===== src/sv/lut3d_pkg.sv =====
`timescale 1ns / 1ps
package lut3d_pkg;

  localparam int MAX_LATTICE = 33;
  localparam int ENTRY_W     = 18;
  localparam int SAMPLE_W    = 17;
  localparam int INDEX_W     = 16;
  localparam int SIZE_W      = 6;
  localparam int BASE_W      = 5;
  localparam int FRAC_W      = 17;
  localparam int POS_W       = SAMPLE_W + SIZE_W;
  localparam int STORE_DEPTH = MAX_LATTICE * MAX_LATTICE * MAX_LATTICE;
  localparam int ADDR_W      = 16;
  localparam int LIN0_W      = 11;
  localparam int LINP_W      = 17;
  localparam int SQ_W        = 11;
  localparam int NCORNER     = 8;
  localparam int NCHAN       = 3;
  localparam int WORD_W      = NCHAN * ENTRY_W;
  localparam int DIFF_W      = ENTRY_W + 1;
  localparam int WEIGHT_W    = FRAC_W + 1;
  localparam int PROD_W      = DIFF_W + WEIGHT_W;
  localparam int ACC_W       = PROD_W + 2;
  localparam int RND_P_W     = PROD_W - 16;
  localparam int RND_A_W     = ACC_W - 16;
  localparam int RES_W       = 24;
  localparam int FIFO_DEPTH  = 4;
  localparam int FIFO_PTR_W  = 2;
  localparam int FIFO_CNT_W  = 3;
  localparam int BACK_DEPTH  = 9;
  localparam int CFG_IDX_W   = 1;
  localparam int CFG_DATA_W  = 6;

  localparam logic [SAMPLE_W-1:0] ONE_FIX = SAMPLE_W'(65536);

  localparam logic                 CMD_WRITE  = 1'b0;
  localparam logic                 CMD_SAMPLE = 1'b1;
  localparam logic [CFG_IDX_W-1:0] REG_LUT_SIZE    = 1'b0;
  localparam logic [CFG_IDX_W-1:0] REG_INTERP_MODE = 1'b1;
  localparam logic                 MODE_TRILINEAR    = 1'b0;
  localparam logic                 MODE_TETRAHEDRAL  = 1'b1;

  typedef logic signed [ENTRY_W-1:0] entry_t;
  typedef logic [FRAC_W-1:0]         frac_t;
  typedef logic [BASE_W-1:0]         base_t;
  typedef logic signed [DIFF_W-1:0]  diff_t;
  typedef logic signed [PROD_W-1:0]  prod_t;
  typedef logic signed [ACC_W-1:0]   acc_t;
  typedef logic signed [RES_W-1:0]   res_t;

  typedef enum logic [2:0] {
    TET_RGB,
    TET_RBG,
    TET_BRG,
    TET_BGR,
    TET_GBR,
    TET_GRB
  } tet_case_e;

  typedef struct packed {
    logic                sample;
    logic [INDEX_W-1:0]  index;
    entry_t              red;
    entry_t              green;
    entry_t              blue;
    base_t               r0;
    base_t               g0;
    base_t               b0;
    frac_t               tr;
    frac_t               tg;
    frac_t               tb;
    tet_case_e           tcase;
  } item_t;

  typedef struct packed {
    logic valid;
    logic sample;
  } ctl_t;

  function automatic logic [SIZE_W-1:0] eff_size(input logic [SIZE_W-1:0] s);
    return (s > SIZE_W'(MAX_LATTICE)) ? SIZE_W'(MAX_LATTICE) : s;
  endfunction

  function automatic logic signed [RND_P_W-1:0] rnd_prod(input prod_t p);
    prod_t t;
    t = p + PROD_W'(32768);
    return RND_P_W'(t >>> 16);
  endfunction

  function automatic logic signed [RND_A_W-1:0] rnd_acc(input acc_t a);
    acc_t t;
    t = a + ACC_W'(32768);
    return RND_A_W'(t >>> 16);
  endfunction

  function automatic entry_t sat_entry(input res_t v);
    res_t hi;
    res_t lo;
    hi = RES_W'((1 << (ENTRY_W - 1)) - 1);
    lo = -hi - RES_W'(1);
    if (v > hi) return ENTRY_W'(hi);
    if (v < lo) return ENTRY_W'(lo);
    return ENTRY_W'(v);
  endfunction

endpackage


===== src/sv/lut3d_fifo.sv =====
`timescale 1ns / 1ps
module lut3d_fifo import lut3d_pkg::*; (
  input  logic  clk_i,
  input  logic  rst_ni,
  input  logic  push_i,
  input  item_t data_i,
  input  logic  pop_i,
  output item_t head_o,
  output logic  full_o,
  output logic  empty_o
);
  item_t                 buf_q [FIFO_DEPTH];
  logic [FIFO_PTR_W-1:0] wptr_q, rptr_q;
  logic [FIFO_CNT_W-1:0] count_q, count_d;

  assign full_o  = (count_q == FIFO_CNT_W'(FIFO_DEPTH));
  assign empty_o = (count_q == '0);
  assign head_o  = buf_q[rptr_q];

  always_comb begin
    count_d = count_q;
    if (push_i && !pop_i) count_d = count_q + 1'b1;
    if (pop_i && !push_i) count_d = count_q - 1'b1;
  end

  always_ff @(posedge clk_i or negedge rst_ni) begin
    if (!rst_ni) begin
      wptr_q  <= '0;
      rptr_q  <= '0;
      count_q <= '0;
    end else begin
      if (push_i) wptr_q <= wptr_q + 1'b1;
      if (pop_i)  rptr_q <= rptr_q + 1'b1;
      count_q <= count_d;
    end
  end

  always_ff @(posedge clk_i) begin
    if (push_i) buf_q[wptr_q] <= data_i;
  end

  a_no_overflow: assert property (@(posedge clk_i) disable iff (!rst_ni)
    push_i |-> !full_o) else $error("queue push while full");
  a_no_underflow: assert property (@(posedge clk_i) disable iff (!rst_ni)
    pop_i |-> !empty_o) else $error("queue pop while empty");
  a_count_up: assert property (@(posedge clk_i) disable iff (!rst_ni)
    (push_i && !pop_i) |=> count_q == $past(count_q) + 1'b1)
    else $error("queue count mismatch");
endmodule


===== config.mk =====
export PLATFORM = sky130hd
export DESIGN_NAME = lut3d_fifo
export DESIGN_NICKNAME = d
export VERILOG_FILES = /design/src/sv/lut3d_pkg.sv /design/src/sv/lut3d_fifo.sv
export SDC_FILE = /design/constraint.sdc
export NUM_CORES = 1
export LEC_CHECK = 0
export ABC_CLOCK_PERIOD_IN_PS = 4100
export BUFFER_PORTS_ARGS = -buffer_cell sky130_fd_sc_hd__buf_4
export CAP_MARGIN = 20
export CORE_MARGIN = 1.5
export CORE_UTILIZATION = 38
export DETAILED_ROUTE_END_ITERATION = 8
export PLACE_DENSITY = 0.63
export SYNTH_ARGS = -nofsm -noshare
export SYNTH_HDL_FRONTEND = slang
export SYNTH_SLANG_ARGS = --single-unit

===== constraint.sdc =====
create_clock -name clk_i -period 4.1 [get_ports clk_i]
set_clock_uncertainty 0.1 [all_clocks]
set_input_delay 0.41 -clock clk_i [delete_from_list [all_inputs] [get_ports clk_i]]
set_output_delay 0.41 -clock clk_i [all_outputs]
set_load 0.02 [all_outputs]

## After elaboration in Yosys (flattened, before gate mapping)

Memory sizes are Yosys's and may differ from the RTL's.
Cells that the tools add are included.

- Flip-flop bits (word level): 7
- Bits in writable memories: 560
- Bits of input ports: 144
- Output and inout port bits: 142
- Word-level logic and storage cells: 19
- Memories: 1

- $add $sub $neg: 4
- Eq/ne operators: 1
- Muxes and demuxes: 4
- Reduce and logical (&&, ||, !) cells: 6

Memories:

| name | depth | width | read ports | clocked after memory_dff | write ports | line | source |
|---|---|---|---|---|---|---|---|
| buf_q | 4 | 140 | 1 | 0 | 1 | lut3d_fifo.sv:12 | `item_t buf_q [FIFO_DEPTH];` |

Operators by type and width:

| kind | number |
|---|---|
| $mux 3 | 2 |
| $add 2x1->2 const B | 2 |
| $add 3x1->3 const B | 1 |
| $eq 3x3->1 const B | 1 |
| $logic_not 3->1 | 1 |
| $sub 3x1->3 const B | 1 |
| $logic_and 1x1->1 | 2 |
| $logic_not 1->1 | 2 |
| $mux 1 | 2 |
| $reduce_bool 2->1 | 1 |

## Depth between registers and ports, before layout

- Depth after elaboration: 4
- Depth in mapped cells: 7
- Gate-level depth less buffers: 7

## Least setup slack after synthesis

No wires, ideal clock.

- Kind: reg-to-reg
- From: register wptr_q[0]
- To: memory buf_q[0][0] in the netlist's numbering (enable)
- Setup time: 0.516 ns
- Arrival time: 3.827 ns
- Data required time: 3.484 ns
- Slack: -0.343 ns
- Stages on the path, launching flop included: 4
- Path buffers: 0
- Clock period less this slack: 4.443 ns
- Cells stage by stage: dfrtp_1 -> inv_1 -> ha_1 -> and2_1

RTL lines:

| what | line | source |
|---|---|---|
| from (decl) | lut3d_fifo.sv:13 | `logic [FIFO_PTR_W-1:0] wptr_q, rptr_q;` |
| from (signal assigned) | lut3d_fifo.sv:32 | `if (push_i) wptr_q <= wptr_q + 1'b1;` |
| to (decl) | lut3d_fifo.sv:12 |  |

No word-level cell before the write port.

==> impl_metrics.json <==
{
  "grt-ovfl-total": 0,
  "finalCriticalPeriod_ns": 3.223,
  "intPower_uw": 13650,
  "yosysSeqAreaShare_pct": 82.56,
  "nets": 1394,
  "vias_per_cell": 4.887,
  "synthTopCellsByArea": "edfxtp_1 (82%), mux4_2 (15%), dfrtp_1 (0.85%), buf_6 (0.55%), buf_2 (0.41%)",
  "synth_edf_count": 560,
  "vias": 9721,
  "fin_crit_sh_pct": 78.60,
  "die_area_um2": 55560,
  "synth_common_cells": "edfxtp_1 (560), mux4_2 (140), buf_2 (17)",
  "setup_violations": 0,
  "route.met2.wl_um": 21220,
  "cts_made_buffers": 58,
  "clkPwrFrac_pct": 26.7,
  "synth_area_um2": 20580,
  "cts_tree": "built",
  "stdcell_count": 1989,
  "crit_required_ns": 3.59,
  "die_x_um": 235.7,
  "worstMarginPinSlew_ns": 0.8818,
  "synth_top_area_share_pct": 81.71,
  "place.gp.congestion": 0.7084,
  "routedWlPerCell_um": 21.02,
  "ys.warnings.count": 0,
  "place_hpwl_um": 24230,
  "post-cts-setup-buffer-count": 0,
  "core_area_um2": 53710,
  "ys_types": 17,
  "post_dp_cell_area_um2": 23670,
  "clk_path_buf_depth": 3,
  "start_util_pct": 38.32,
  "wl_met3_um": 2276,
  "combPwrFrac_pct": 32.8,
  "grt_pass1_vias": 10840,
  "gr-usage-all-layers_pct": 15.24,
  "yosysMostFrequentCell": "edfxtp_1",
  "synth.largest_area_cell": "edfxtp_1",
  "power_density_nw_per_um2": 726.9,
  "yosys.area_share.xor_xnor_pct": 0.2554,
  "leakage_uw": 0.009289,
  "dpl.cell_count": 1737,
  "drc": 0,
  "startpoint_type": "flop",
  "syn_nets": 919,
  "clock-sinks": 567,
  "final_area_um2": 27030,
  "fp.dieH_um": 235.7,
  "row_count": 85,
  "status": "completed",
  "fin_setup_tns_ns": 0,
  "rsz0062_at_grt": "false",
  "grt_max_degree": 77,
  "drive_above_1_share_pct": 41.52,
  "clkLatencyLatePin_ns": 0.59,
  "m1WireLength_um": 17240,
  "crit_fanout": 37,
  "synth_async_sr_flop_share_pct": 1.235,
  "antenna_found_initial": 1,
  "power_switching_uw": 5998,
  "synth_compound_area_share_pct": 0.04864,
  "finalHoldViolCount": 0,
  "hp-class": "in2async",
  "highest_layer": "met4",
  "clk_pin_slew_ns": 0.06,
  "first_pass_iters": 4,
  "port_buffers": 285,
  "relSlewSlack_pct": 41.22,
  "p_sw_share_pct": 30.52,
  "synth_mux_area_share_pct": 15.32,
  "synth_top_family_by_area": "multiplexers",
  "cts-root-buf": "clkbuf_16",
  "ios": 286,
  "max_freq_mhz": 310.3,
  "synth_fa_ha_area_share_pct": 0.4013,
  "synth_flop_cell": "edfxtp_1",
  "synthesis.area_per_instance_um2": 26.76,
  "slew_viol_final": 0,
  "syn_to_final_growth_pct": 31.37,
  "ys_seq_elements": 567,
  "htreeDepth": 2,
  "peakVddDrop_mv": 0.4170,
  "pwr-share-seq_pct": 40.5,
  "end_kind": "output pin",
  "ant_nets": 0,
  "path_class": "reg2out",
  "drt_wl_total_um": 41820,
  "syn_inst": 769,
  "maxCapViolations": 0,
  "drt_iter0_drc": 406,
  "grt_pass1_wl_um": 64230,
  "fillers": 4239,
  "yosys.area_share.simple_pct": 0.2493,
  "arrival_ns": 2.71
}
-- area by class of cell --
| class | instances | area [um^2] | area share, % |
|---|---|---|---|
| Timing Repair Buffer | 447 | 3851 | 14.25 |
| Antenna cell | 2 | 5.005 | 0.01851 |
| Clock buffer | 66 | 1545 | 5.716 |
| Inverter | 6 | 22.52 | 0.08331 |
| Clock inverter | 41 | 381.6 | 1.412 |
| Tap cell | 696 | 870.8 | 3.221 |
| Multi-Input combinational cell | 164 | 3359 | 12.43 |
| Sequential cell | 567 | 17000 | 62.88 |
-- kinds of logic after synthesis --
logic type	Yosys count
flops	567
mux	140
buf+inv	38
simple gates	10
xor+xnor	6
fa+ha+maj	6
compound gates	2
-- per-layer routing --
metal | vias to the layer above | track usage (%)
met5 | - | 0
met4 | 0 | 4.888
met3 | 72 | 4.057
met2 | 219 | 26.09
met1 | 5140 | 18.90
li1 | 4290 | -
-- critical path, cell delays in order, from the launching register on --
cell and delay, ns:
dfrtp_4 1.00, buf_4 0.35, mux4_2 0.56, buf_4 0.18
-- flip-flops by register name, summed over array words and instances, names as in the netlist --
| signal | cells |
|---|---|
| rptr_q | 2 |
| count_q | 3 |
| wptr_q | 2 |
| buf_q | 560 |
-- stage by stage --
stage	worst slack [ns]	hold WS, ns	utilization, %	total power, uW
6_report	0.8775	0.06926	50.34	19650
5_1_grt	0.6458	0.04123	50.33	20540
3_3_place_gp	1.391	0.1302	44.07	14520
4_1_cts	0.7262	0.02069	50.33	20020
2_1_floorplan	1.218	0.01441	-	11940
3_5_place_dp	1.397	0.1355	44.07	14590
-- power groups by stage --
stage          Combinational (uW)  Sequential, uW  Clock, uW
6_report                     6440            7970       5250
5_1_grt                      6850            8070       5620
4_1_cts                      6610            8000       5410
3_5_place_dp                 6480            8110          0
3_3_place_gp                 6460            8060          0
2_1_floorplan                4050            7890          0
-- final timing paths --
kind | cells after the start | end | startpoint | slack, ns
worst min-delay path | 2 | count_q[2]$_DFFE_PN0P_ | rst_ni | 0.07
worst max-delay path | 3 | head_o[66] | rptr_q[0]$_DFFE_PN0P_ | 0.88
worst min register to register | 1 | count_q[2]$_DFFE_PN0P_ | count_q[2]$_DFFE_PN0P_ | 0.40
max in group asynchronous | 2 | rptr_q[0]$_DFFE_PN0P_ | rst_ni | 3.69
worst max register to register | 4 | buf_q[0][58]$_DFFE_PP_ | wptr_q[0]$_DFFE_PN0P_ | 1.86
min in group clk_i | 1 | count_q[2]$_DFFE_PN0P_ | count_q[2]$_DFFE_PN0P_ | 0.40
-- placed cells by master (no fill, tap or decap), types with 3 or more instances in the layout --
cell	netlist	layout
buf_12	0	11
clkinv_1	0	16
clkinv_4	0	3
bufinv_16	0	7
and2_4	0	4
inv_1	6	6
dlygate4sd3_1	0	143
xor2_1	4	4
clkbuf_16	0	61
clkinv_2	0	11
ha_1	5	5
mux4_2	140	140
nand2_1	3	3
buf_4	0	293
dfrtp_1	7	5
clkinvlp_4	0	4
clkbuf_1	5	5
edfxtp_1	560	560
-- timing repair --
action	in CTS	in global routing
hold buffers	143	0
endpoints found under the hold margin	571	0
resized for setup	0	0
Power figures use the tool's default switching activity.
