<file path="config.mk">
export PLATFORM = sky130hd
export DESIGN_NAME = lut3d_front_flat
export DESIGN_NICKNAME = d
export VERILOG_FILES = /design/src/sv/lut3d_pkg.sv /design/src/sv/lut3d_if.sv /design/src/sv/lut3d_front.sv /design/src/flat_wrapper.sv
export SDC_FILE = /design/constraint.sdc
export NUM_CORES = 1
export LEC_CHECK = 0
export ABC_AREA = 0
export ABC_CLOCK_PERIOD_IN_PS = 7700
export BUFFER_PORTS_ARGS = -buffer_cell sky130_fd_sc_hd__buf_2
export CAP_MARGIN = 10
export CORE_ASPECT_RATIO = 1.5
export CORE_MARGIN = 10
export CORE_UTILIZATION = 45
export CTS_CLUSTER_SIZE = 8
export DETAILED_ROUTE_END_ITERATION = 10
export HOLD_SLACK_MARGIN = 0.06
export PLACE_DENSITY_LB_ADDON = 0.05
export SETUP_SLACK_MARGIN = 0.05
export SYNTH_ARGS = -nofsm -noshare
export SYNTH_HDL_FRONTEND = slang
export SYNTH_SLANG_ARGS = --single-unit
</file>
<file path="constraint.sdc">
create_clock -name clk_i -period 7.7 [get_ports clk_i]
set_input_delay 0.77 -clock clk_i [delete_from_list [all_inputs] [get_ports clk_i]]
set_output_delay 0.77 -clock clk_i [all_outputs]
set_load 0.01 [all_outputs]
</file>
<file path="src/sv/lut3d_pkg.sv">
`timescale 1ns / 1ps
package lut3d_pkg;

  localparam int MAX_LATTICE = 33;
  localparam int ENTRY_W     = 18;
  localparam int SAMPLE_W    = 17;
  localparam int INDEX_W     = 16;
  localparam int SIZE_W      = 6;
  localparam int BASE_W      = 5;
  localparam int FRAC_W      = 17;
  localparam int POS_W       = SAMPLE_W + SIZE_W;
  localparam int STORE_DEPTH = MAX_LATTICE * MAX_LATTICE * MAX_LATTICE;
  localparam int ADDR_W      = 16;
  localparam int LIN0_W      = 11;
  localparam int LINP_W      = 17;
  localparam int SQ_W        = 11;
  localparam int NCORNER     = 8;
  localparam int NCHAN       = 3;
  localparam int WORD_W      = NCHAN * ENTRY_W;
  localparam int DIFF_W      = ENTRY_W + 1;
  localparam int WEIGHT_W    = FRAC_W + 1;
  localparam int PROD_W      = DIFF_W + WEIGHT_W;
  localparam int ACC_W       = PROD_W + 2;
  localparam int RND_P_W     = PROD_W - 16;
  localparam int RND_A_W     = ACC_W - 16;
  localparam int RES_W       = 24;
  localparam int FIFO_DEPTH  = 4;
  localparam int FIFO_PTR_W  = 2;
  localparam int FIFO_CNT_W  = 3;
  localparam int BACK_DEPTH  = 9;
  localparam int CFG_IDX_W   = 1;
  localparam int CFG_DATA_W  = 6;

  localparam logic [SAMPLE_W-1:0] ONE_FIX = SAMPLE_W'(65536);

  localparam logic                 CMD_WRITE  = 1'b0;
  localparam logic                 CMD_SAMPLE = 1'b1;
  localparam logic [CFG_IDX_W-1:0] REG_LUT_SIZE    = 1'b0;
  localparam logic [CFG_IDX_W-1:0] REG_INTERP_MODE = 1'b1;
  localparam logic                 MODE_TRILINEAR    = 1'b0;
  localparam logic                 MODE_TETRAHEDRAL  = 1'b1;

  typedef logic signed [ENTRY_W-1:0] entry_t;
  typedef logic [FRAC_W-1:0]         frac_t;
  typedef logic [BASE_W-1:0]         base_t;
  typedef logic signed [DIFF_W-1:0]  diff_t;
  typedef logic signed [PROD_W-1:0]  prod_t;
  typedef logic signed [ACC_W-1:0]   acc_t;
  typedef logic signed [RES_W-1:0]   res_t;

  typedef enum logic [2:0] {
    TET_RGB,
    TET_RBG,
    TET_BRG,
    TET_BGR,
    TET_GBR,
    TET_GRB
  } tet_case_e;

  typedef struct packed {
    logic                sample;
    logic [INDEX_W-1:0]  index;
    entry_t              red;
    entry_t              green;
    entry_t              blue;
    base_t               r0;
    base_t               g0;
    base_t               b0;
    frac_t               tr;
    frac_t               tg;
    frac_t               tb;
    tet_case_e           tcase;
  } item_t;

  typedef struct packed {
    logic valid;
    logic sample;
  } ctl_t;

  function automatic logic [SIZE_W-1:0] eff_size(input logic [SIZE_W-1:0] s);
    return (s > SIZE_W'(MAX_LATTICE)) ? SIZE_W'(MAX_LATTICE) : s;
  endfunction

  function automatic logic signed [RND_P_W-1:0] rnd_prod(input prod_t p);
    prod_t t;
    t = p + PROD_W'(32768);
    return RND_P_W'(t >>> 16);
  endfunction

  function automatic logic signed [RND_A_W-1:0] rnd_acc(input acc_t a);
    acc_t t;
    t = a + ACC_W'(32768);
    return RND_A_W'(t >>> 16);
  endfunction

  function automatic entry_t sat_entry(input res_t v);
    res_t hi;
    res_t lo;
    hi = RES_W'((1 << (ENTRY_W - 1)) - 1);
    lo = -hi - RES_W'(1);
    if (v > hi) return ENTRY_W'(hi);
    if (v < lo) return ENTRY_W'(lo);
    return ENTRY_W'(v);
  endfunction

endpackage

</file>
<file path="src/sv/lut3d_if.sv">
`timescale 1ns / 1ps
interface lut3d_in_if import lut3d_pkg::*; ();
  logic                valid;
  logic                ready;
  logic                command;
  logic [INDEX_W-1:0]  entry_index;
  entry_t              entry_red;
  entry_t              entry_green;
  entry_t              entry_blue;
  logic [SAMPLE_W-1:0] sample_red;
  logic [SAMPLE_W-1:0] sample_green;
  logic [SAMPLE_W-1:0] sample_blue;

  modport source (output valid, command, entry_index, entry_red, entry_green, entry_blue,
                  sample_red, sample_green, sample_blue, input ready);
  modport sink   (input valid, command, entry_index, entry_red, entry_green, entry_blue,
                  sample_red, sample_green, sample_blue, output ready);
endinterface


</file>
<file path="src/sv/lut3d_front.sv">
`timescale 1ns / 1ps
module lut3d_front import lut3d_pkg::*; (
  input  logic              clk_i,
  input  logic              rst_ni,
  lut3d_in_if.sink          in_ch,
  input  logic [SIZE_W-1:0] lut_size_i,
  input  logic              full_i,
  output logic              push_o,
  output item_t             item_o
);
  logic                f_valid_q;
  logic                fen;
  logic                cmd_q;
  logic [INDEX_W-1:0]  index_q;
  entry_t              red_q, green_q, blue_q;
  logic [POS_W-1:0]    pos_q [NCHAN];
  logic [SAMPLE_W-1:0] smp [NCHAN];
  logic [SIZE_W-1:0]   eff, sizem1, sizem2;
  logic                zero;
  base_t               base [NCHAN];
  frac_t               frac [NCHAN];
  tet_case_e           tcase;

  assign eff    = eff_size(lut_size_i);
  assign zero   = (lut_size_i < SIZE_W'(2));
  assign sizem1 = zero ? '0 : eff - SIZE_W'(1);
  assign sizem2 = zero ? '0 : eff - SIZE_W'(2);

  assign fen         = !f_valid_q || !full_i;
  assign in_ch.ready = fen;
  assign push_o      = f_valid_q && !full_i;

  assign smp[0] = in_ch.sample_red;
  assign smp[1] = in_ch.sample_green;
  assign smp[2] = in_ch.sample_blue;

  always_ff @(posedge clk_i or negedge rst_ni) begin
    if (!rst_ni) begin
      f_valid_q <= 1'b0;
    end else if (fen) begin
      f_valid_q <= in_ch.valid;
    end
  end

  always_ff @(posedge clk_i) begin
    if (fen && in_ch.valid) begin
      cmd_q   <= in_ch.command;
      index_q <= in_ch.entry_index;
      red_q   <= in_ch.entry_red;
      green_q <= in_ch.entry_green;
      blue_q  <= in_ch.entry_blue;
      for (int i = 0; i < NCHAN; i++) begin
        pos_q[i] <= POS_W'((smp[i] > ONE_FIX) ? ONE_FIX : smp[i]) * POS_W'(sizem1);
      end
    end
  end

  always_comb begin
    for (int i = 0; i < NCHAN; i++) begin
      if (pos_q[i][POS_W-1:16] > (POS_W-16)'(sizem2)) base[i] = sizem2[BASE_W-1:0];
      else base[i] = pos_q[i][16 +: BASE_W];
      frac[i] = FRAC_W'(pos_q[i] - (POS_W'(base[i]) << 16));
    end
  end

  always_comb begin
    if (frac[0] >= frac[1]) begin
      if (frac[1] >= frac[2])      tcase = TET_RGB;
      else if (frac[0] >= frac[2]) tcase = TET_RBG;
      else                         tcase = TET_BRG;
    end else if (frac[2] >= frac[1]) begin
      tcase = TET_BGR;
    end else if (frac[2] >= frac[0]) begin
      tcase = TET_GBR;
    end else begin
      tcase = TET_GRB;
    end
  end

  always_comb begin
    item_o.sample = (cmd_q == CMD_SAMPLE);
    item_o.index  = index_q;
    item_o.red    = red_q;
    item_o.green  = green_q;
    item_o.blue   = blue_q;
    item_o.r0     = base[0];
    item_o.g0     = base[1];
    item_o.b0     = base[2];
    item_o.tr     = frac[0];
    item_o.tg     = frac[1];
    item_o.tb     = frac[2];
    item_o.tcase  = tcase;
  end
endmodule

</file>
<file path="src/flat_wrapper.sv">
// flat-port wrapper written by rule: the top's interface ports become plain ports
module lut3d_front_flat import lut3d_pkg::*;
  (clk_i, rst_ni, lut_size_i, full_i, push_o, item_o, in_ch_valid, in_ch_command, in_ch_entry_index, in_ch_entry_red, in_ch_entry_green, in_ch_entry_blue, in_ch_sample_red, in_ch_sample_green, in_ch_sample_blue, in_ch_ready);
  lut3d_in_if in_ch_i ();
  input  logic clk_i;
  input  logic rst_ni;
  input  logic [SIZE_W-1:0] lut_size_i;
  input  logic full_i;
  output logic push_o;
  output item_t item_o;
  input wire logic [$bits(in_ch_i.valid)-1:0] in_ch_valid;
  input wire logic [$bits(in_ch_i.command)-1:0] in_ch_command;
  input wire logic [$bits(in_ch_i.entry_index)-1:0] in_ch_entry_index;
  input wire logic [$bits(in_ch_i.entry_red)-1:0] in_ch_entry_red;
  input wire logic [$bits(in_ch_i.entry_green)-1:0] in_ch_entry_green;
  input wire logic [$bits(in_ch_i.entry_blue)-1:0] in_ch_entry_blue;
  input wire logic [$bits(in_ch_i.sample_red)-1:0] in_ch_sample_red;
  input wire logic [$bits(in_ch_i.sample_green)-1:0] in_ch_sample_green;
  input wire logic [$bits(in_ch_i.sample_blue)-1:0] in_ch_sample_blue;
  output wire logic [$bits(in_ch_i.ready)-1:0] in_ch_ready;
  assign in_ch_i.valid = in_ch_valid;
  assign in_ch_i.command = in_ch_command;
  assign in_ch_i.entry_index = in_ch_entry_index;
  assign in_ch_i.entry_red = in_ch_entry_red;
  assign in_ch_i.entry_green = in_ch_entry_green;
  assign in_ch_i.entry_blue = in_ch_entry_blue;
  assign in_ch_i.sample_red = in_ch_sample_red;
  assign in_ch_i.sample_green = in_ch_sample_green;
  assign in_ch_i.sample_blue = in_ch_sample_blue;
  assign in_ch_ready = in_ch_i.ready;
  lut3d_front u_core (.clk_i(clk_i), .rst_ni(rst_ni), .in_ch(in_ch_i), .lut_size_i(lut_size_i), .full_i(full_i), .push_o(push_o), .item_o(item_o));
endmodule
</file>
# After elaboration in Yosys (flattened, before gate mapping)
# Memories as Yosys holds them, arrays and structs flattened.
# Cells that the tools add are included.
# Widths: inputs -> output; s select.
# op_classes
add_sub_neg,5
mul,3
magnitude_cmp,13
muxes,16
reduce_logical,5
# ops
operator,n
$ge 17x17->1,5
$mul 23x6->23,3
$gt 17x17->1 const B,3
$mux 17,3
$sub 17x17->17,3
$gt 7x6->1,3
$mux 6,3
$mux 5,3
$gt 6x6->1 const B,1
$lt 6x2->1 const B,1
$mux 3,2
$sub 6x1->6 const B,1
$sub 6x2->6 const B,1
$mux 2,2
$mux 1,3
$logic_and 1x1->1,2
$logic_not 1->1,2
$logic_or 1x1->1,1
# totals
regBits,72
mem_bits_rw,69
in_bits,132
out_inout_bits,142
n_memories,1
# memory_table
memory,words,width,rd,rd_ports_with_merged_regs,wr,line_no,rtl
u_core.pos_q,3,23,3,0,3,lut3d_front.sv:16,logic [POS_W-1:0] pos_q [NCHAN];

# Depth between registers and ports, before layout
# Gate-level depths: netlist (run 1).
# depth
ltp_word,11
depth_mapped,25
mapped_depth_nobuf,22

# Worst setup path before layout (run 1)
# OpenSTA, ideal clock, no wires.
# synth_path
path_type,input-to-reg
start,input lut_size_i[2]
end,memory u_core.pos_q[0][62] (netlist bit) (data pin)
setup_ps,261
arrival_ps,5814
required_time_ps,7439
setup_slack_ps,1626
path_stages,23
path_cell_list,o41a_1 or2_1 inv_2 ha_1 inv_1 o31ai_1 o21ai_0 a21oi_1 nor2_1 clkbuf_1 and2_1 fa_1 inv_1 fa_1 fa_1 inv_1 ha_1 a21o_1 or4_1 a21oi_1 nor2_1 a31o_1 xor2_1
# synth_lines
element,line_no,rtl
start: declaration,flat_wrapper.sv:7,input logic [SIZE_W-1:0] lut_size_i;
end: declaration,lut3d_front.sv:16,

==> reports/metrics.cfg, run 1 <==
[outcome]
status = finished, final reports clean

[power_and_ir_drop]
peakVddDrop_uv = 129.6
leakagePower_nw = 8.469
p_per_area_mw_per_mm2 = 173.4

[worst_setup_path]
crit_path_cell_trace = buf_2, o41a_1, or2_1, inv_2, ha_1, inv_1, xnor2_1, buf_4, nor3_2, nand2_1, fa_1, fa_1, fa_1, inv_1, ha_1, nand3_1, o21bai_1, nor4_1, o32ai_1, nor4_1, a311o_1
cp_slowest_stage_delay_ns = 0.79
cp.arrival_ns = 6.82
slowest_stage = o32ai_1
worstPathRequired_ns = 7.89
critPathLaunchType = primary input
crit_path_start = lut_size_i[2]
endpoint_kind = register
r2r_start = u_core.f_valid_q
cp_max_fo = 16
critPathKind = primary input to register
crit_top_cell = fa_1

[clock_network]
clk_latency_ns = 0.43
cts_buffers = 17
clock_sinks = 141
cts_setup_buffers = 0
clock_path_buffers = 2
path_clk_slew_ns = 0.07
cts_tree = done
ctsResizeCount = 0
cts-root-buf = clkbuf_16
ctsHoldBuffers = 0
h-tree-depth = 4

[finish]
multiInputGateArea_sq_mm = 0.01047
syn2layout_area_growth_pct = 13.40
fillers = 3400
antenna_cells = 0
nets = 2366
instances_no_fill = 2378
final-seq-area_sq_mm = 0.004229
drive_gt1_frac = 0.1916

[drt]
route.vias.total = 12610
post_drt_via_cell_ratio = 5.302
drt_pre_antenna_iters = 5
wl_per_cell_um = 19.57
drt_wl_total_um = 46530
post-route-drc-count = 0
first_iter_violations = 584
ant_nets = 0

[global_route]
grtUsageMet3 = 0.03693
grt_max_degree = 71
overflow = 0
grt_pass1_vias = 13650
grt_pass1_wl_um = 74020
gr-usage-met2 = 0.3843
grtUsageMet1 = 0.2414
grt_usage = 0.2132
antenna_found_initial = 0
grt-busiest-layer = met2

[min_path]
hold_path.class = primary input to async pin

[synth]
synth_seq_cells = 141
synth_area_sq_mm = 0.01623
synth_edf_count = 140
muxShareOfSynthArea = 0.01164
syn_inst = 1660
synth_top_family_by_area = adder cells
synthDistinctLibCells = 73
syn_avg_cell_area_sq_um = 9.775
synthXorXnorAreaFrac = 0.02645
ys.warnings.count = 0
synth_fa_ha_area_frac = 0.3522
synthArstFlopShare = 0.007092
synthFlopType = edfxtp_1
seq_area_frac_synth = 0.2606
synth_compound_area_frac = 0.08983
yosys.area_share.simple = 0.1644

[sta]
fin_crit_sh = 0.8612
relSlewSlack = 0.2833
setup_tns_ns = 0
period_needed_ns = 6.631
skew_ns = 0.009932
hold_violations = 0
worst_slew_pin_slew_ns = 1.069
slew_violations = 0
clock.fmax_mhz = 150.8
rsz0062_at_grt = false
setup_viol = 0

[place]
gp_congestion = 0.9045
io_buffers = 273
dp_hpwl_um = 39540
dp_cells = 2346

[die]
ios = 274
std_cell_rows = 85
start_util = 0.4541
die_h_um = 252.6
coreArea_sq_mm = 0.03573
die-area_sq_mm = 0.04421
die_w_um = 175.0

[run]
cap_violations = 0

[critical path, delay by kind of cell]
family | cells | cell delay [ns]
AO/OA/AOI/OAI | 4 | 1.77
XOR/XNOR | 1 | 0.12
adder cells (fa/ha/maj) | 5 | 2.10
buffers and inverters | 5 | 0.53
AND/OR/NAND/NOR | 6 | 1.51
[cell families after synthesis]
family / count (synthesis)
AND/OR/NAND/NOR: 535
buffers and inverters: 350
adder cells (fa/ha/maj): 347
AO/OA/AOI/OAI: 220
flip-flops: 141
XOR/XNOR: 49
multiplexers: 17
other: 1
[flip-flops by register name, indices dropped and copies added, names as in the netlist]
| name | cells |
|---|---|
| u_core.cmd_q | 1 |
| u_core.green_q | 18 |
| u_core.red_q | 18 |
| u_core.f_valid_q | 1 |
| u_core.pos_q | 69 |
| u_core.index_q | 16 |
| u_core.blue_q | 18 |
[layer usage]
metal  up-vias  part of all wire
met5         -                 0
met4         0             0.040
met3        77             0.051
met2       394              0.51
met1      6195              0.40
li1       5943                 -
[cells in the final DEF (no fill, tap or decap), types with 35 or more instances in the layout]
master and count:
nand2_1 171, xnor2_1 35, a21oi_1 60, inv_1 264, edfxtp_1 140, ha_1 164, buf_2 273, and2_1 113
fa_1 183, nor2_1 100, o21ai_0 40
[metrics by stage]
| step | worst slack (ns) | power, mW | util | area (sq um) | hold WS (ns) |
|---|---|---|---|---|---|
| after global placement | 0.7850 | 2.355 | 0.4980 | 17800 | 0.4990 |
| after CTS | 1.121 | 3.232 | 0.5150 | 18400 | 0.08067 |
| final | 1.069 | 3.191 | 0.5150 | 18400 | 0.1006 |
| after detailed placement | 0.6778 | 2.377 | 0.4980 | 17800 | 0.5131 |
| after floorplan | 1.626 | 1.952 | - | 16230 | 0.4744 |
| after global routing | 0.6140 | 3.433 | 0.5150 | 18400 | 0.08645 |
[where the power goes]
group | leakage (nW) | switching, mW | internal (mW)
combinational | 6.82 | 0.790 | 0.524
sequential | 1.36 | 0.0692 | 0.962
clock | 0.287 | 0.356 | 0.490
[layout make-up]
cell class,count,area share
Sequential cell,141,0.2298
Timing Repair Buffer,291,0.08159
Clock buffer,18,0.02332
Inverter,265,0.05406
Tap cell,478,0.03250
Clock inverter,14,0.009587
Multi-Input combinational cell,1171,0.5691
[path summary, 6_finish.rpt]
check	endpoint	slack (ns)	depth (start not counted)
max in group asynchronous	u_core.f_valid_q	7.52	1
min	u_core.f_valid_q	0.10	1
min in group clk_i	u_core.red_q[7]	0.51	1
min reg2reg	u_core.f_valid_q	0.53	2
max	u_core.pos_q[0][42]	1.07	21
max reg2reg	u_core.pos_q[0][33]	5.07	4
[cells in the mapped netlist (7+ instances only)]
cell	count	area, sq um
inv_1	264	991.0
fa_1	183	3664
nand2_1	171	641.9
ha_1	164	2052
edfxtp_1	140	4204
and2_1	114	713.2
nor2_1	100	375.4
a21oi_1	60	300.3
buf_4	51	382.9
o21ai_0	40	200.2
xnor2_1	35	306.5
nand3_1	33	165.2
a21o_1	32	240.2
nor4_1	19	118.9
clkbuf_1	18	67.56
nor3_1	18	90.09
nand4_1	16	100.1
mux2_2	15	168.9
and3_1	14	87.58
xor2_1	14	122.6
a211oi_1	12	90.09
buf_2	12	60.06
o211ai_1	8	60.06
nor2b_1	7	43.79
o21ai_1	7	35.03
Power figures use the tool's default switching activity.
==> inputs of run 2 (changes only) <==
Settings changed: REMOVE_ABC_BUFFERS set to 1.
==> run 2 against run 1 <==
Clock-buffer cell count down 1. Sequential share of layout area is essentially flat. Final cell count increased by 0.21%. Register-to-register slack gained 0.12 ns. Die area unchanged. Worst setup slack lost 0.047 ns. Combinational power about the same. Flip-flop and latch count unchanged. Critical path type unchanged. Largest cell class unchanged. Largest power group unchanged.
==> reports/metrics.cfg, run 2 (synthesis gave the netlist of run 1 again) <==
[outcome]
status = finished, final reports clean

[clock_network]
path_clk_slew_ns = 0.06
clock_path_buffers = 2
h-tree-depth = 4
cts_setup_buffers = 0
cts-root-buf = clkbuf_16
ctsResizeCount = 0
clock_sinks = 141
clk_latency_ns = 0.43
cts_tree = done
cts_buffers = 17
ctsHoldBuffers = 0

[drt]
drt_pre_antenna_iters = 6
first_iter_violations = 600
ant_nets = 0
route.vias.total = 12690
post_drt_via_cell_ratio = 5.326
wl_per_cell_um = 19.87
drt_wl_total_um = 47340
post-route-drc-count = 0

[place]
io_buffers = 273
dp_slack_ns = 0.6380
dpl_cell_area_sq_mm = 0.01784
dp_hpwl_um = 40180
gp_congestion = 0.9051

[sta]
skew_ns = 0.007752
period_needed_ns = 6.678
clock.fmax_mhz = 149.8
hold_violations = 0
setup_tns_ns = 0
relSlewSlack = 0.3177
worst_slew_pin_slew_ns = 1.020
fin_crit_sh = 0.8672
setup_viol = 0
hold_ws_ns = 0.09656
rsz0062_at_grt = false
slew_violations = 0
fin_ws_ns = 1.022

[worst_setup_path]
critPathKind = primary input to register
cp.arrival_ns = 6.86
worstPathRequired_ns = 7.88
worstRegToRegCells = 3
cp_max_fo = 10
endpoint_kind = register
critPathLaunchType = primary input
r2r_start = u_core.f_valid_q
rrSetupSlack_ns = 5.19
rr_endpoint = u_core.pos_q[0][2]

[global_route]
grt_usage = 0.2156
overflow = 0
grt_max_degree = 80
grt_pass1_vias = 13490
grt_pass1_wl_um = 73950
antenna_found_initial = 0

[finish]
antenna_cells = 0
largest_reg_flops = 69
final_util = 0.5158
mostFrequentLayoutCell = buf_2
regMostFlops = u_core.pos_q
drive_gt1_frac = 0.1942
final_area_sq_mm = 0.01843
nets = 2372
mostFrequentLayoutCells = buf_2 (273), inv_1 (264), fa_1 (183), nand2_1 (171), ha_1 (164)
syn2layout_area_growth_pct = 13.59

[die]
std_cell_rows = 85
die_w_um = 175.0
die-area_sq_mm = 0.04421
die_h_um = 252.6
ios = 274
start_util = 0.4541
coreArea_sq_mm = 0.03573

[min_path]
hold_path.class = primary input to async pin

[run]
cap_violations = 0

[power_and_ir_drop]
leakagePower_nw = 8.494
peakVddDrop_uv = 162.2
p_per_area_mw_per_mm2 = 172.1

[run 2: layer usage]
metal / GRT usage / vias to the layer above / share of wire / wire [um]
met2: 0.3931 / 431 / 0.52 / 24640
met3: 0.04530 / 82 / 0.060 / 2844
li1: - / 5944 / - / -
met4: 0.1030 / 0 / 0.041 / 1950
met5: 0 / - / 0 / 0
met1: 0.2319 / 6235 / 0.38 / 17910
[run 2: area by class of cell]
cell class	count	area, sq um
flip-flops and latches	141	4229
repair buffers	297	1550
clock inverters	14	161.4
inverters	265	994.7
clock buffers	17	425.4
multi-input cells	1171	10470
well taps	478	598.1
fillers	3472	17300
[run 2: power breakdown]
group / internal (mW) / switching [mW] / total [mW]
logic: 0.526 / 0.802 / 1.33
clock network: 0.481 / 0.337 / 0.818
registers: 0.962 / 0.0633 / 1.03
total: 1.97 / 1.20 / 3.17
[run 2: worst max-delay path by stage]
stage | slack (ns) | depth (start not counted) | end | from
global placement | 0.56 | 22 | u_core.pos_q[0][38] | lut_size_i[2]
floorplan | 0.90 | 22 | u_core.pos_q[0][67] | lut_size_i[2]
CTS | 1.10 | 22 | u_core.pos_q[0][42] | lut_size_i[2]
finish | 1.02 | 23 | u_core.pos_q[0][65] | lut_size_i[2]
global route | 0.63 | 23 | u_core.pos_q[0][67] | lut_size_i[2]
detailed placement | 0.64 | 22 | u_core.pos_q[0][42] | lut_size_i[2]
[run 2: through the flow]
stage               cells  total power [mW]
finish               2383             3.172
global route         2383             3.412
CTS                  2383             3.217
detailed placement   2352             2.386
global placement     2351             2.368
floorplan            1577             1.895
[run 2: critical path: stages]
cell	delay, ns
buf_2	0.14
o41a_1	0.44
or2_1	0.27
inv_2	0.10
ha_1	0.19
inv_1	0.08
xnor2_1	0.31
nor3_2	0.72
buf_4	0.29
nand2_1	0.09
fa_1	0.54
inv_1	0.04
ha_1	0.28
inv_1	0.06
fa_1	0.52
inv_1	0.08
fa_1	0.49
a211oi_1	0.38
o21ai_1	0.16
a41oi_1	0.37
o21ai_1	0.17
o22ai_1	0.26
xnor2_1	0.11
==> inputs of run 3 (changes only) <==
Settings changed: CORE_UTILIZATION 45 to 35.
==> run 3 against run 2 <==
Final cell count is 4.4% higher. Utilization is 11 points lower. Sequential share of layout area is 0.13 points lower. Non-clock buffer count is 6 lower. Maximum frequency is 1.3% lower. Register-to-register slack worse by 0.09 ns. Largest cell class unchanged. Flip-flop and latch count stayed put. Largest power group unchanged. Critical endpoint is now u_core.pos_q[0][38]. Critical path type unchanged. Critical path depth is 2 lower.
==> reports/metrics.cfg, run 3 (synthesis gave the netlist of run 1 again) <==
[outcome]
status = finished, final reports clean

[clock_network]
path_clk_slew_ns = 0.07
ctsResizeCount = 0
clock_sinks = 141
clk_latency_ns = 0.43
cts_setup_buffers = 0
cts-root-buf = clkbuf_16
h-tree-depth = 4
ctsHoldBuffers = 0
cts_buffers = 17
cts_tree = done
clock_path_buffers = 2

[worst_setup_path]
rr_endpoint = u_core.red_q[1]
cp_slowest_stage_delay_ns = 0.95
crit_path_cell_trace = buf_2, o41a_1, or2_1, inv_2, ha_1, nand3_1, o21ai_0, a21oi_2, nor2_1, nand2_1, fa_1, fa_1, fa_1, inv_1, ha_1, a21oi_1, o21bai_1, nor4_1, o31ai_1, mux2i_1, a2111oi_0
critPathLaunchType = primary input
crit_top_cell = fa_1
cp_max_fo = 16
worstRegToRegCells = 3
crit_end = u_core.pos_q[0][38]
r2r_start = u_core.f_valid_q
rrSetupSlack_ns = 5.10
slowest_stage = nor2_1
critPathKind = primary input to register
crit_path_start = lut_size_i[2]
worstPathRequired_ns = 7.89
cp.arrival_ns = 6.96
endpoint_kind = register

[finish]
syn2layout_area_growth_pct = 14.23
drive_gt1_frac = 0.1932
largest_reg_flops = 69
regMostFlops = u_core.pos_q
final_util = 0.4050
mostFrequentLayoutCell = buf_2
nets = 2366
antenna_cells = 0
mostFrequentLayoutCells = buf_2 (273), inv_1 (264), fa_1 (183), nand2_1 (171), ha_1 (164)

[drt]
post_drt_via_cell_ratio = 5.049
drt_pre_antenna_iters = 6
drt_wl_total_um = 50470
ant_nets = 0
first_iter_violations = 559
post-route-drc-count = 0
route.vias.total = 12560
wl_per_cell_um = 20.28

[global_route]
antenna_found_initial = 0
grt_usage = 0.1783
grt_max_degree = 74
overflow = 0
grt_pass1_vias = 13340
grt_pass1_wl_um = 77090

[die]
start_util = 0.3546
coreArea_sq_mm = 0.04576
die_w_um = 195.8
die-area_sq_mm = 0.05555
ios = 274
die_h_um = 283.7
std_cell_rows = 96

[sta]
hold_ws_ns = 0.1004
clock.fmax_mhz = 147.8
period_needed_ns = 6.768
hold_violations = 0
setup_tns_ns = 0
relSlewSlack = 0.1979
worst_slew_pin_slew_ns = 1.199
fin_crit_sh = 0.8790
slew_violations = 0
setup_viol = 0
skew_ns = 0.01226
rsz0062_at_grt = false

[place]
io_buffers = 273
dp_hpwl_um = 42920
gp_congestion = 0.8289

[power_and_ir_drop]
p_per_area_mw_per_mm2 = 172.6
peakVddDrop_uv = 134.9
leakagePower_nw = 8.478

[min_path]
hold_path.class = primary input to async pin

[run]
cap_violations = 0

==> run 3: layout make-up <==
type	instances	area [sq um]
clock buffers	17	425.4
well taps	588	735.7
inverters	265	994.7
repair buffers	291	1501
flip-flops and latches	141	4229
clock inverters	15	171.4
multi-input cells	1171	10480
fillers	4595	27230
==> run 3: routing by layer <==
layer | GRT usage | vias to the layer above | wire length, um
li1 | - | 5945 | -
met1 | 0.2067 | 6251 | 20360
met2 | 0.3300 | 329 | 26780
met3 | 0.03109 | 37 | 2540
met4 | 0.04152 | 0 | 787
met5 | 0 | - | 0
==> run 3: critical path, delay by kind of cell <==
family | cells | cell delay, ns
fa+ha+maj | 5 | 2.19
simple gates | 5 | 1.92
compound gates | 7 | 1.63
buf+inv | 3 | 0.29
mux | 1 | 0.14
==> run 3: metrics by stage <==
stage,worst slack [ns],instances,power [mW],cell area [sq um]
2_1_floorplan,0.8974,1577,1.895,15690
6_report,0.9318,2488,3.199,18540
4_1_cts,0.8853,2488,3.265,18540
3_3_place_gp,0.4746,2456,2.396,17940
5_1_grt,0.4604,2488,3.457,18540
3_5_place_dp,0.4538,2456,2.408,17940
==> run 3: worst min-delay path by stage <==
stage / startpoint / endpoint / slack [ns] / depth (start not counted)
after floorplan: rst_ni / u_core.f_valid_q / 0.47 / 0
after global placement: u_core.f_valid_q / u_core.f_valid_q / 0.50 / 2
after detailed placement: u_core.f_valid_q / u_core.f_valid_q / 0.52 / 2
after CTS: rst_ni / u_core.f_valid_q / 0.07 / 1
after global routing: rst_ni / u_core.f_valid_q / 0.07 / 1
final: rst_ni / u_core.f_valid_q / 0.10 / 1
==> run 3: power by group <==
part | internal, mW | total, mW | switching (mW)
Combinational | 0.527 | 1.34 | 0.810
Clock | 0.464 | 0.835 | 0.371
Sequential | 0.962 | 1.03 | 0.0657
